$ cat src/rtl/sclt_pkg.sv
// ----------------------------------------------------------------------------
// sclt_pkg
// Types, character codes and sizes shared by the command-line tokenizer.
// ----------------------------------------------------------------------------
package sclt_pkg;

  // Limits of one command line
  localparam int MaxArgs   = 16;
  localparam int WordBytes = 128;

  localparam int WordLenW = $clog2(WordBytes);
  localparam int ArgCntW  = $clog2(MaxArgs + 1);

  // Stream payload widths
  localparam int SDataW = 8;
  localparam int MDataW = 24;
  localparam int MUserW = 3;

  // Character codes
  localparam logic [7:0] ChNul    = 8'h00;
  localparam logic [7:0] ChTab    = 8'h09;
  localparam logic [7:0] ChSpace  = 8'h20;
  localparam logic [7:0] ChDquote = 8'h22;
  localparam logic [7:0] ChAmp    = 8'h26;
  localparam logic [7:0] ChSquote = 8'h27;
  localparam logic [7:0] ChLt     = 8'h3C;
  localparam logic [7:0] ChGt     = 8'h3E;
  localparam logic [7:0] ChBslash = 8'h5C;

  typedef enum logic [4:0] {
    PhBetween    = 5'b00001,
    PhWord       = 5'b00010,
    PhAfterGt    = 5'b00100,
    PhBeforePath = 5'b01000,
    PhAfterAmp   = 5'b10000
  } phase_e;

  typedef enum logic [1:0] {
    QuoteNone   = 2'd0,
    QuoteSingle = 2'd1,
    QuoteDouble = 2'd2
  } quote_e;

  typedef enum logic [1:0] {
    KindArg    = 2'd0,
    KindIn     = 2'd1,
    KindTrunc  = 2'd2,
    KindAppend = 2'd3
  } kind_e;

  typedef enum logic [1:0] {
    StatReady = 2'd0,
    StatEmpty = 2'd1,
    StatError = 2'd2
  } status_e;

  typedef struct packed {
    phase_e               phase;
    quote_e               quote;
    logic                 esc;
    logic [WordLenW-1:0]  word_len;
    logic [ArgCntW-1:0]   arg_total;
    logic                 has_in;
    logic                 has_out;
    kind_e                kind;
    logic                 bg;
    logic                 err;
  } state_t;

  localparam state_t StateReset = '{
    phase:     PhBetween,
    quote:     QuoteNone,
    esc:       1'b0,
    word_len:  '0,
    arg_total: '0,
    has_in:    1'b0,
    has_out:   1'b0,
    kind:      KindArg,
    bg:        1'b0,
    err:       1'b0
  };

  typedef struct packed {
    logic       byte_valid;
    logic [7:0] word_byte;
    logic       word_end;
    kind_e      word_kind;
    logic [3:0] arg_index;
    logic       line_done;
    status_e    status;
    logic       background;
    logic [4:0] arg_count;
  } result_t;

endpackage

$ cat src/rtl/sclt_next.sv
// ----------------------------------------------------------------------------
// sclt_next
// Next line state and result for one command-line byte.
// ----------------------------------------------------------------------------
module sclt_next import sclt_pkg::*; (
  input  state_t     st_i,
  input  logic [7:0] ch_i,
  input  logic       line_end_i,
  output state_t     st_o,
  output result_t    res_o
);

  localparam int LenCmpW = WordLenW + 1;
  localparam int ArgExtW = ArgCntW + 5;

  state_t             nx;
  logic               done;
  logic               blank;
  logic               wc;
  logic               btw;
  logic               term;
  logic               put;
  logic [7:0]         put_ch;
  logic               o_valid;
  logic [7:0]         o_byte;
  logic               o_end;
  kind_e              o_kind;
  logic [ArgCntW-1:0] o_index;
  status_e            status;
  logic [ArgExtW-1:0] idx_ext;
  logic [ArgExtW-1:0] cnt_ext;

  assign done  = line_end_i || (ch_i == ChNul);
  assign blank = (ch_i == ChSpace) || (ch_i == ChTab);

  always_comb begin
    nx      = st_i;
    wc      = 1'b0;
    btw     = 1'b0;
    term    = 1'b0;
    put     = 1'b0;
    put_ch  = ch_i;
    o_valid = 1'b0;
    o_byte  = '0;
    o_end   = 1'b0;
    o_kind  = KindArg;
    o_index = '0;
    status  = StatReady;

    if (!done && !st_i.err) begin
      unique case (st_i.phase)
        PhWord: begin
          wc = 1'b1;
        end
        PhAfterGt: begin
          nx.phase = PhBeforePath;
          if (ch_i == ChGt) begin
            nx.kind = KindAppend;
          end else begin
            nx.kind = KindTrunc;
            wc      = !blank;
          end
        end
        PhBeforePath: begin
          wc = !blank;
        end
        PhAfterAmp: begin
          if (!blank) nx.err = 1'b1;
        end
        default: begin
          btw = 1'b1;
        end
      endcase

      // open a path word before its first byte
      if (wc && st_i.phase != PhWord) begin
        nx.word_len = '0;
        nx.quote    = QuoteNone;
        nx.esc      = 1'b0;
        nx.phase    = PhWord;
      end

      if (wc) begin
        if (nx.esc) begin
          nx.esc = 1'b0;
          put    = 1'b1;
        end else if (nx.quote == QuoteNone &&
                     (blank || ch_i == ChLt || ch_i == ChGt || ch_i == ChAmp)) begin
          term = 1'b1;
        end else if (nx.quote == QuoteNone && ch_i == ChSquote) begin
          nx.quote = QuoteSingle;
        end else if (nx.quote == QuoteNone && ch_i == ChDquote) begin
          nx.quote = QuoteDouble;
        end else if ((nx.quote == QuoteSingle && ch_i == ChSquote) ||
                     (nx.quote == QuoteDouble && ch_i == ChDquote)) begin
          nx.quote = QuoteNone;
        end else if (ch_i == ChBslash) begin
          nx.esc = 1'b1;
        end else begin
          put = 1'b1;
        end
      end
    end else if (done && !st_i.err) begin
      if (st_i.phase == PhWord) begin
        // a dangling backslash stays in the word
        if (st_i.esc) begin
          nx.esc = 1'b0;
          put    = 1'b1;
          put_ch = ChBslash;
        end
        term = 1'b1;
      end else if (st_i.phase == PhAfterGt || st_i.phase == PhBeforePath) begin
        nx.err = 1'b1;
      end
    end

    if (put) begin
      if (LenCmpW'(nx.word_len) + LenCmpW'(1) >= LenCmpW'(WordBytes)) begin
        nx.err = 1'b1;
      end else begin
        nx.word_len = nx.word_len + WordLenW'(1);
        o_valid     = 1'b1;
        o_byte      = put_ch;
        o_kind      = nx.kind;
        o_index     = (nx.kind == KindArg) ? nx.arg_total : '0;
      end
    end

    if (term && !nx.err) begin
      if (nx.quote != QuoteNone || nx.word_len == '0) begin
        nx.err = 1'b1;
      end else begin
        o_end   = 1'b1;
        o_kind  = nx.kind;
        o_index = (nx.kind == KindArg) ? nx.arg_total : '0;
        if (nx.kind == KindArg) nx.arg_total = nx.arg_total + ArgCntW'(1);
        nx.word_len = '0;
        nx.kind     = KindArg;
        nx.phase    = PhBetween;
        // the separator that closed the word is handled next
        btw         = !done && (st_i.phase == PhWord);
      end
    end

    if (btw && !blank) begin
      if (ch_i == ChAmp) begin
        nx.bg    = 1'b1;
        nx.phase = PhAfterAmp;
      end else if (ch_i == ChLt) begin
        if (nx.has_in) begin
          nx.err = 1'b1;
        end else begin
          nx.has_in = 1'b1;
          nx.kind   = KindIn;
          nx.phase  = PhBeforePath;
        end
      end else if (ch_i == ChGt) begin
        if (nx.has_out) begin
          nx.err = 1'b1;
        end else begin
          nx.has_out = 1'b1;
          nx.phase   = PhAfterGt;
        end
      end else if (nx.arg_total >= ArgCntW'(MaxArgs)) begin
        nx.err = 1'b1;
      end else begin
        // first byte of a new argument word
        nx.kind     = KindArg;
        nx.word_len = '0;
        nx.quote    = QuoteNone;
        nx.esc      = 1'b0;
        nx.phase    = PhWord;
        if (ch_i == ChSquote) begin
          nx.quote = QuoteSingle;
        end else if (ch_i == ChDquote) begin
          nx.quote = QuoteDouble;
        end else if (ch_i == ChBslash) begin
          nx.esc = 1'b1;
        end else begin
          nx.word_len = WordLenW'(1);
          o_valid     = 1'b1;
          o_byte      = ch_i;
          o_kind      = KindArg;
          o_index     = nx.arg_total;
        end
      end
    end

    if (done) begin
      if (nx.err) begin
        status = StatError;
        o_end  = 1'b0;
      end else if (nx.arg_total == '0) begin
        status = StatEmpty;
      end else begin
        status = StatReady;
      end
    end
  end

  assign idx_ext = ArgExtW'(o_index);
  assign cnt_ext = ArgExtW'(nx.arg_total);

  assign st_o = done ? StateReset : nx;

  always_comb begin
    res_o.byte_valid = o_valid;
    res_o.word_byte  = o_byte;
    res_o.word_end   = o_end;
    res_o.word_kind  = (o_valid || o_end) ? o_kind : KindArg;
    res_o.arg_index  = (o_valid || o_end) ? idx_ext[3:0] : 4'd0;
    res_o.line_done  = done;
    res_o.status     = status;
    res_o.background = nx.bg;
    res_o.arg_count  = cnt_ext[4:0];
  end

endmodule

$ cat src/rtl/shell_command_line_tokenizer_core.sv
// ----------------------------------------------------------------------------
// shell_command_line_tokenizer_core
// Splits a command line, one byte per transfer, into words and redirections.
// ----------------------------------------------------------------------------
// Input stream: s_axis_tdata carries one byte of the line, s_axis_tlast ends
// the line (the byte is then ignored); a zero byte also ends the line.
// Output stream: exactly one transfer per input transfer. It flags a word
// byte, a closed word with its kind and argument position, and on the last
// transfer of a line (m_axis_tlast) the line status: ready, empty or error.
// Word bytes are passed on as soon as they are seen; drop them when the line
// ends with error status.
// The result is registered and offered in the cycle after the input
// transfer. One byte is taken every cycle unless a full result register is
// held: the next line state and the result come from one pass of compare and
// select logic between the line state register and the result register. The
// result register accepts a new byte in the same cycle its content is taken,
// so a stalled receiver holds the input back only while the result register is full and not being taken.
// Reset clears the line state and empties the result register; the state
// also returns to its reset value after every line end.
// ----------------------------------------------------------------------------
module shell_command_line_tokenizer_core import sclt_pkg::*; (
  input  logic              clk_i,
  input  logic              rst_ni,
  input  logic              s_axis_tvalid,
  output logic              s_axis_tready,
  input  logic [SDataW-1:0] s_axis_tdata,  // character[7:0]
  input  logic              s_axis_tlast,  // line_end
  output logic              m_axis_tvalid,
  input  logic              m_axis_tready,
  // word_byte[7:0], word_end[8], arg_index[12:9], status[14:13],
  // background[15], arg_count[20:16], zero[23:21]
  output logic [MDataW-1:0] m_axis_tdata,
  output logic [MUserW-1:0] m_axis_tuser,  // byte_valid[0], word_kind[2:1]
  output logic              m_axis_tlast   // line_done
);

  state_t  state_q;
  state_t  state_d;
  result_t res_d;
  result_t res_q;
  logic    out_valid_q;
  logic    accept;

  sclt_next u_next (
    .st_i       (state_q),
    .ch_i       (s_axis_tdata[7:0]),
    .line_end_i (s_axis_tlast),
    .st_o       (state_d),
    .res_o      (res_d)
  );

  assign s_axis_tready = !out_valid_q || m_axis_tready;
  assign accept        = s_axis_tvalid && s_axis_tready;

  always_ff @(posedge clk_i or negedge rst_ni) begin
    if (!rst_ni) begin
      state_q     <= StateReset;
      out_valid_q <= 1'b0;
    end else begin
      if (accept) begin
        state_q     <= state_d;
        out_valid_q <= 1'b1;
      end else if (m_axis_tready) begin
        out_valid_q <= 1'b0;
      end
    end
  end

  // hold the result until taken
  always_ff @(posedge clk_i) begin
    if (accept) begin
      res_q <= res_d;
    end
  end

  assign m_axis_tvalid = out_valid_q;
  assign m_axis_tdata  = {3'b000, res_q.arg_count, res_q.background, res_q.status,
                          res_q.arg_index, res_q.word_end, res_q.word_byte};
  assign m_axis_tuser  = {res_q.word_kind, res_q.byte_valid};
  assign m_axis_tlast  = res_q.line_done;

endmodule

$ cat config.mk
export PLATFORM = sky130hd
export DESIGN_NAME = shell_command_line_tokenizer_core
export DESIGN_NICKNAME = d
export VERILOG_FILES = /design/src/rtl/sclt_pkg.sv /design/src/rtl/sclt_next.sv /design/src/rtl/shell_command_line_tokenizer_core.sv
export SDC_FILE = /design/constraint.sdc
export NUM_CORES = 1
export LEC_CHECK = 0
export BUFFER_PORTS_ARGS = -buffer_cell sky130_fd_sc_hd__buf_2
export CORE_UTILIZATION = 40
export DETAILED_ROUTE_END_ITERATION = 12
export GPL_ROUTABILITY_DRIVEN = 0
export PLACE_DENSITY_LB_ADDON = 0.3
export SLEW_MARGIN = 20
export SYNTH_ARGS = -nofsm -noshare
export SYNTH_HDL_FRONTEND = slang
export SYNTH_SLANG_ARGS = --single-unit
$ cat constraint.sdc
create_clock -name clk_i -period 11.36 [get_ports clk_i]
set_input_delay 2.272 -clock clk_i [delete_from_list [all_inputs] [get_ports clk_i]]
set_output_delay 2.272 -clock clk_i [all_outputs]
set_load 0.02 [all_outputs]
==> impl_results.md, run 1 <==
- Largest cells by area after synthesis: edfxtp_1 (22%), dfrtp_1 (19%), nand2_1 (4.5%)
- Site row count: 33
- Final Max Slew Viols: 0
- Crit path kind: in -> reg
- Chip width: between 90 and 100 um
- PD cells: 115 nW/um2
- Total CTS buffers: 5
- Post-Syn Instances: 366
- Largest area contributor in the netlist: edfxtp_1
- Period utilization: between 60% and 70%
- Inst Count DP: roughly 500
- Worst slew margin: 34.4%
- Most frequent CP cell: nand2_1
- Fraction of layout cells with a size suffix above 1: approximately 18%
- Primary FF master, synth: dfrtp_1
- Total negative slack: 0 ns
- GRT Resource Usage Total: 21.7%
- Crit-path max FO: 11
- Clk_lat worst skew: roughly 0.32 ns
- Wire length per cell: 18.0 um
- IO Pins: 43
- Core area: 8260 um2
- Final hold vios: 0
- Clock root buffer: clkbuf_8
- Ys async rst share: 51.9%
- Worst endpoint data arrival time: 7.03 ns
- Post-synthesis register bit count: 52
- Post_cts resized: 0
- Count leader, synth: nand2_1
- DPL Wire Length: approximately 6.6 mm
- Port bufs: 39
- CP max-delay cell: a31oi_1
- EDFF count, synth: 25
- Lkg Pwr: 1.51 nW
- Crit end category: flop
- Sequential element share of the synthesized area: 41.7%
- Post-Syn Area per Cell: 9.34 um2
- Most frequent cells after synthesis: nand2_1 (41), nor2_1 (29), dfrtp_1 (26), edfxtp_1 (25), a21oi_1 (24)
- Largest net degree at the start of global routing: 32
- Vias per Instance: about 6.3
- Cell Count, Final, Fillers Out: just over 500
- Initial Util: 41.4%
- Peak VDD IR: between 0.04 and 0.05 mV
- Router iterations before antenna repair: 7
- RSZ-0062 raised after global routing: false
- Worst path max stage delay: 0.53 ns
- Yosys warnings: 0
- Design Area, Final: 3780 um2
- Max_cap viols: 0
- GRT overflow: 0
- Clock-pin slew on the worst setup and hold paths: about 0.10 ns
- Setup Buffers After CTS: 0
- Tmin final: approximately 7 ns
- Remaining antenna violation count after routing: 0
- Worst-margin pin slew: 0.979 ns
- Nets: 417
- Sink Count: 52
- Iteration-0 DRC Markers: 247
- First-pass GRT wire length: between 10 and 15 mm
- Crit path launch type: input pin
- Final WL: 9.14 mm
- Fill cells: 820
- DR DRC count: 0
- N_diodes: 0
- Vias: between 3,000 and 4,000
- Skew final: about 0.015 ns
- Hold_buf cts: 0
- Worst EP required: between 10 and 15 ns
- Synth top area share: 22.0%
- Hold crit path type: reg -> reg
- Crit path max-delay family: compound AO/OA/AOI/OAI gates
- Synth Cell Area: 3420 um2
- Fmax: roughly 150 MHz
- Run status: finished, final reports clean
- Area grow syn2layout: 10.7%
- CTS Buffer Depth: 2
- Vias in the first global route: 2,851
- Cell Chain, Critical Path: buf_2 -> and3b_1 -> o211a_1 -> a211oi_2 -> nand2_1 -> and2_1 -> ha_1 -> nand2_1 -> nor2_1 -> xnor2_1 -> nor4_1 -> a31o_1 -> a211o_1 -> o32ai_1 -> a31oi_1 -> a31o_2 -> a32o_1
- CTS tree: built
- # setup viols final: 0
- Placed Instance Area: 3690 um2
- H-tree depth: 2
- Synth unique cells: 75
- Die area: a little under 9000 um2
- Initial antenna violation count: 0
- Critical path buffers and inverters: 1
- Die Ht: 94.5 um
-- kinds of logic after synthesis --
logic type,Yosys count,share of synthesized area [%]
simple gates,164,26.3
compound gates,110,24.6
flops,52,41.7
buf+inv,30,3.99
xor+xnor,4,1.57
fa+ha+maj,3,1.10
mux,2,0.585
other cells,1,0.110
-- metrics by stage --
stage / util, % / hold WS [ns] / power [W] / worst slack, ns
floorplan: - / 0.469 / 0.000293 / 5.17
global placement: 44.7 / 0.498 / 0.000322 / 4.45
detailed placement: 44.7 / 0.505 / 0.000323 / 4.31
CTS: 45.8 / 0.529 / 0.000438 / 4.61
global route: 45.8 / 0.557 / 0.000457 / 4.19
finish: 45.8 / 0.522 / 0.000437 / 4.53
-- worst register-to-register path: stages, from the launching register on --
cell      delay [ns]
dfrtp_1         0.46
nand2b_1        0.23
a31o_2          0.27
a211oi_2        0.45
nand2_1         0.30
and2_1          0.27
ha_1            0.22
nand2_1         0.10
nor2_1          0.10
xnor2_1         0.15
nor4_1          0.06
a31o_1          0.29
a211o_1         0.47
o32ai_1         0.52
a31oi_1         0.53
a31o_2          0.40
a32o_1          0.19
-- layout make-up --
class,instances,area [um2],area share [%]
multi-input cells,286,1860,49.2
repair buffers,41,210,5.55
inverters,15,56.3,1.49
well taps,105,131,3.47
clock inverters,3,27.5,0.727
clock buffers,5,68.8,1.82
flip-flops and latches,52,1430,37.7
-- layout by cell type, fill, tap and decap left out, types with 3 or more instances in the layout --
master,instances
nor2_1,29
ha_1,3
a31oi_1,6
o21ai_0,18
a31o_2,3
nand4_1,10
nand2_1,41
o21ai_1,4
nor2b_1,4
buf_2,39
nand3_1,13
o211ai_1,5
nand2b_1,6
a21o_1,3
conb_1,3
a32o_1,3
or3_1,7
and3_1,4
clkbuf_8,5
nor3_1,16
and2_1,6
dfrtp_1,26
a211o_1,4
edfxtp_1,25
inv_1,14
a21boi_0,3
o32ai_1,3
nor3b_1,3
o311ai_0,4
nor4_1,6
a21oi_1,24
-- report_power, final --
part	internal [W]	switching (W)	total, W	leakage [nW]
Clock	0.0000454	0.0000700	0.000115	0.0463
Sequential	0.000210	0.00000860	0.000219	0.613
Combinational	0.0000343	0.0000689	0.000103	0.855
-- flip-flops by register name (all words and copies together), names as in the netlist --
| signal | cells |
|---|---|
| m_axis_tvalid | 1 |
| state_q | 26 |
| m_axis_tlast | 1 |
| m_axis_tuser | 3 |
| m_axis_tdata | 21 |
-- layer usage --
metal / global-route usage (%) / up-vias / part of all wire, %
li1: - / 1475 / -
met1: 29.7 / 1530 / 44
met2: 33.5 / 144 / 46
met3: 4.27 / 24 / 7.0
met4: 8.59 / 0 / 2.6
met5: 0 / - / 0
-- path summary, 6_finish.rpt --
path	startpoint	to	slack (ns)	depth (start not counted)
worst max-delay path	s_axis_tdata[5]	state_q[12]	4.53	17
worst min-delay path	state_q[16]	state_q[16]	0.52	2
worst max register to register	state_q[24]	state_q[12]	6.22	16
worst min register to register	state_q[16]	state_q[16]	0.52	2
max in group asynchronous	rst_ni	state_q[22]	8.96	1
min in group asynchronous	rst_ni	state_q[14]	1.96	1
(Power assumes the default switching activity.)
==> run 2: changes to the inputs <==
==> constraint.sdc (replaced) <==
create_clock -name clk_i -period 7.1 [get_ports clk_i]
set_input_delay 1.42 -clock clk_i [delete_from_list [all_inputs] [get_ports clk_i]]
set_output_delay 1.42 -clock clk_i [all_outputs]
set_load 0.02 [all_outputs]
==> run 2 against run 1 <==
Final cell count unchanged. Via count fell by 0.79%. Global-route usage up 0.15 points. Critical path type unchanged. Clock power is 60% higher. First-iteration DRC count rose by 37%. Combinational power rose by 60%. Core utilization unchanged. Largest power group unchanged. Highest routed layer unchanged.
==> impl_results.md, run 2 (synthesis gave the netlist of run 1 again) <==
- Final Max Slew Viols: 0 (unchanged)
- Initial antenna violation count: 0 (unchanged)
- Peak VDD IR: 0.0745 mV (was 0.0451 mV)
- Initial Util: 41.4% (unchanged)
- Critical path buffers and inverters: 1 (unchanged)
- Vias in the first global route: 2,891 (was 2,851)
- Period utilization: roughly 85%
- Total CTS buffers: 5 (unchanged)
- Clock-pin slew on the worst setup and hold paths: 0.10 ns (about the same)
- Fraction of layout cells with a size suffix above 1: 17.9% (unchanged)
- Site row count: 33 (unchanged)
- Tmin final: 6.01 ns
- Biggest register: state_q (unchanged)
- Post_cts resized: 0 (unchanged)
- Most frequent CP cell: nand2_1 (unchanged)
- Hold Slack: 0.535 ns (was 0.522 ns)
- Inst Count DP: 499 (unchanged)
- Final hold vios: 0 (unchanged)
- Area grow syn2layout: 10.7% (unchanged)
- Die area: 8920 um2 (unchanged)
- Crit path max-delay family: compound AO/OA/AOI/OAI gates (unchanged)
- Max reg flops: 26 (unchanged)
- Crit-path max FO: 11 (unchanged)
- Max_cap viols: 0 (unchanged)
- RSZ-0062 raised after global routing: false (unchanged)
- Worst EP required: 7.31 ns (was 11.57 ns)
- Total negative slack: 0 ns (unchanged)
- N_diodes: 0 (unchanged)
- # setup viols final: 0 (unchanged)
- CTS Buffer Depth: 2 (unchanged)
- Cell Chain, Critical Path: buf_2 -> and3b_1 -> o211a_1 -> a211oi_2 -> nand2_1 -> and2_1 -> ha_1 -> nand2_1 -> nor2_1 -> xnor2_1 -> nor4_1 -> a31o_1 -> a211o_1 -> o32ai_1 -> a31oi_1 -> a31o_2 -> a32o_1 (unchanged)
- GRT overflow: 0 (unchanged)
- First-pass GRT wire length: 15.2 mm (was 15.0 mm)
- Vias: 3,148 (was 3,173)
- CP max-delay cell: a31oi_1 (unchanged)
- Largest net degree at the start of global routing: 32 (unchanged)
- Crit end category: flop (unchanged)
- Sink Count: 52 (unchanged)
- Skew final: 0.0140 ns (was 0.0149 ns)
- Cell Count, Final, Fillers Out: 507 (unchanged)
- Clk_lat worst skew: 0.32 ns (about the same)
- Nets: 417 (unchanged)
- Final WL: 9.20 mm (was 9.14 mm)
- Commonest non-fill, non-tap cell in the layout: nand2_1 (unchanged)
- GRT Resource Usage Total: 21.8% (was 21.7%)
- Iteration-0 DRC Markers: 339 (was 247)
- Worst slew margin: 35.0% (was 34.4%)
- Hold_buf cts: 0 (unchanged)
- Vias per Instance: 6.21 (was 6.26)
- Core area: 8260 um2 (unchanged)
- Run status: finished, final reports clean (unchanged)
- Crit path kind: in -> reg (unchanged)
- DR DRC count: 0 (unchanged)
- Die Ht: 94.5 um (unchanged)
- Remaining antenna violation count after routing: 0 (unchanged)
- CTS tree: built (unchanged)
- Total power: 0.000699 W (was 0.000437 W)
- Worst-margin pin slew: 0.971 ns (was 0.979 ns)
- Clock root buffer: clkbuf_8 (unchanged)
- Chip width: 94.5 um (unchanged)
- Lkg Pwr: 1.51 nW (unchanged)
- Worst path max stage delay: 0.53 ns (about the same)
- H-tree depth: 2 (unchanged)
- DPL Wire Length: 6.67 mm (was 6.60 mm)
- Wire length per cell: 18.1 um (was 18.0 um)
- Port bufs: 39 (unchanged)
- Fmax: 167 MHz
- IO Pins: 43 (unchanged)
- Setup Buffers After CTS: 0 (unchanged)
- Router iterations before antenna repair: 5 (was 7)
- Worst endpoint data arrival time: 6.21 ns (was 7.03 ns)
- Crit path launch type: input pin (unchanged)
- Hold crit path type: reg -> reg (unchanged)
- PD cells: 185 nW/um2 (was 115 nW/um2)
- Most frequent cells in the layout: nand2_1 (41), buf_2 (39), nor2_1 (29) (unchanged)
==> run 2: through the flow <==
step           setup WS, ns  cell area [um2]  utilization [%]
2_1_floorplan          1.76             3430                -
3_3_place_gp           1.04             3690             44.7
3_5_place_dp          0.887             3690             44.7
4_1_cts                1.18             3780             45.8
5_1_grt               0.806             3780             45.8
6_report               1.09             3780             45.8
==> run 2: final timing paths <==
kind | startpoint | end | slack, ns | depth (start not counted)
max | s_axis_tdata[5] | state_q[12] | 1.09 | 17
min | state_q[1] | state_q[1] | 0.54 | 2
max reg2reg | state_q[24] | state_q[12] | 1.96 | 16
min reg2reg | state_q[1] | state_q[1] | 0.54 | 2
max in group asynchronous | rst_ni | state_q[23] | 5.54 | 1
min in group asynchronous | rst_ni | state_q[14] | 1.12 | 1
==> run 2: area by class of cell <==
cell class	count	area, um2
multi-input combinational	286	1860
timing repair buffer	41	210
fill	820	4470
sequential	52	1430
clock buffer	5	68.8
inverter	15	56.3
tap	105	131
clock inverter	3	27.5
==> run 2: tightest hold or removal path: cells and delay by family (launching register included) <==
| kind | cells | cell delay, ns |
|---|---|---|
| buffers and inverters | 1 | 0.05 |
| DFF | 1 | 0.33 |
| AOI/OAI and AO/OA | 1 | 0.12 |
==> run 2: report_power, final <==
part	leakage [nW]	internal, W	switching [W]
Combinational	0.855	0.0000549	0.000110
Clock	0.0463	0.0000727	0.000111
Sequential	0.613	0.000336	0.0000143
==> run 2: metal layers <==
metal  vias up  track usage [%]  wire length, um
li1       1477                -                -
met1      1505             30.5             4150
met2       148             33.7             4150
met3        18             3.95              641
met4         0             7.95              252
met5         -                0                0
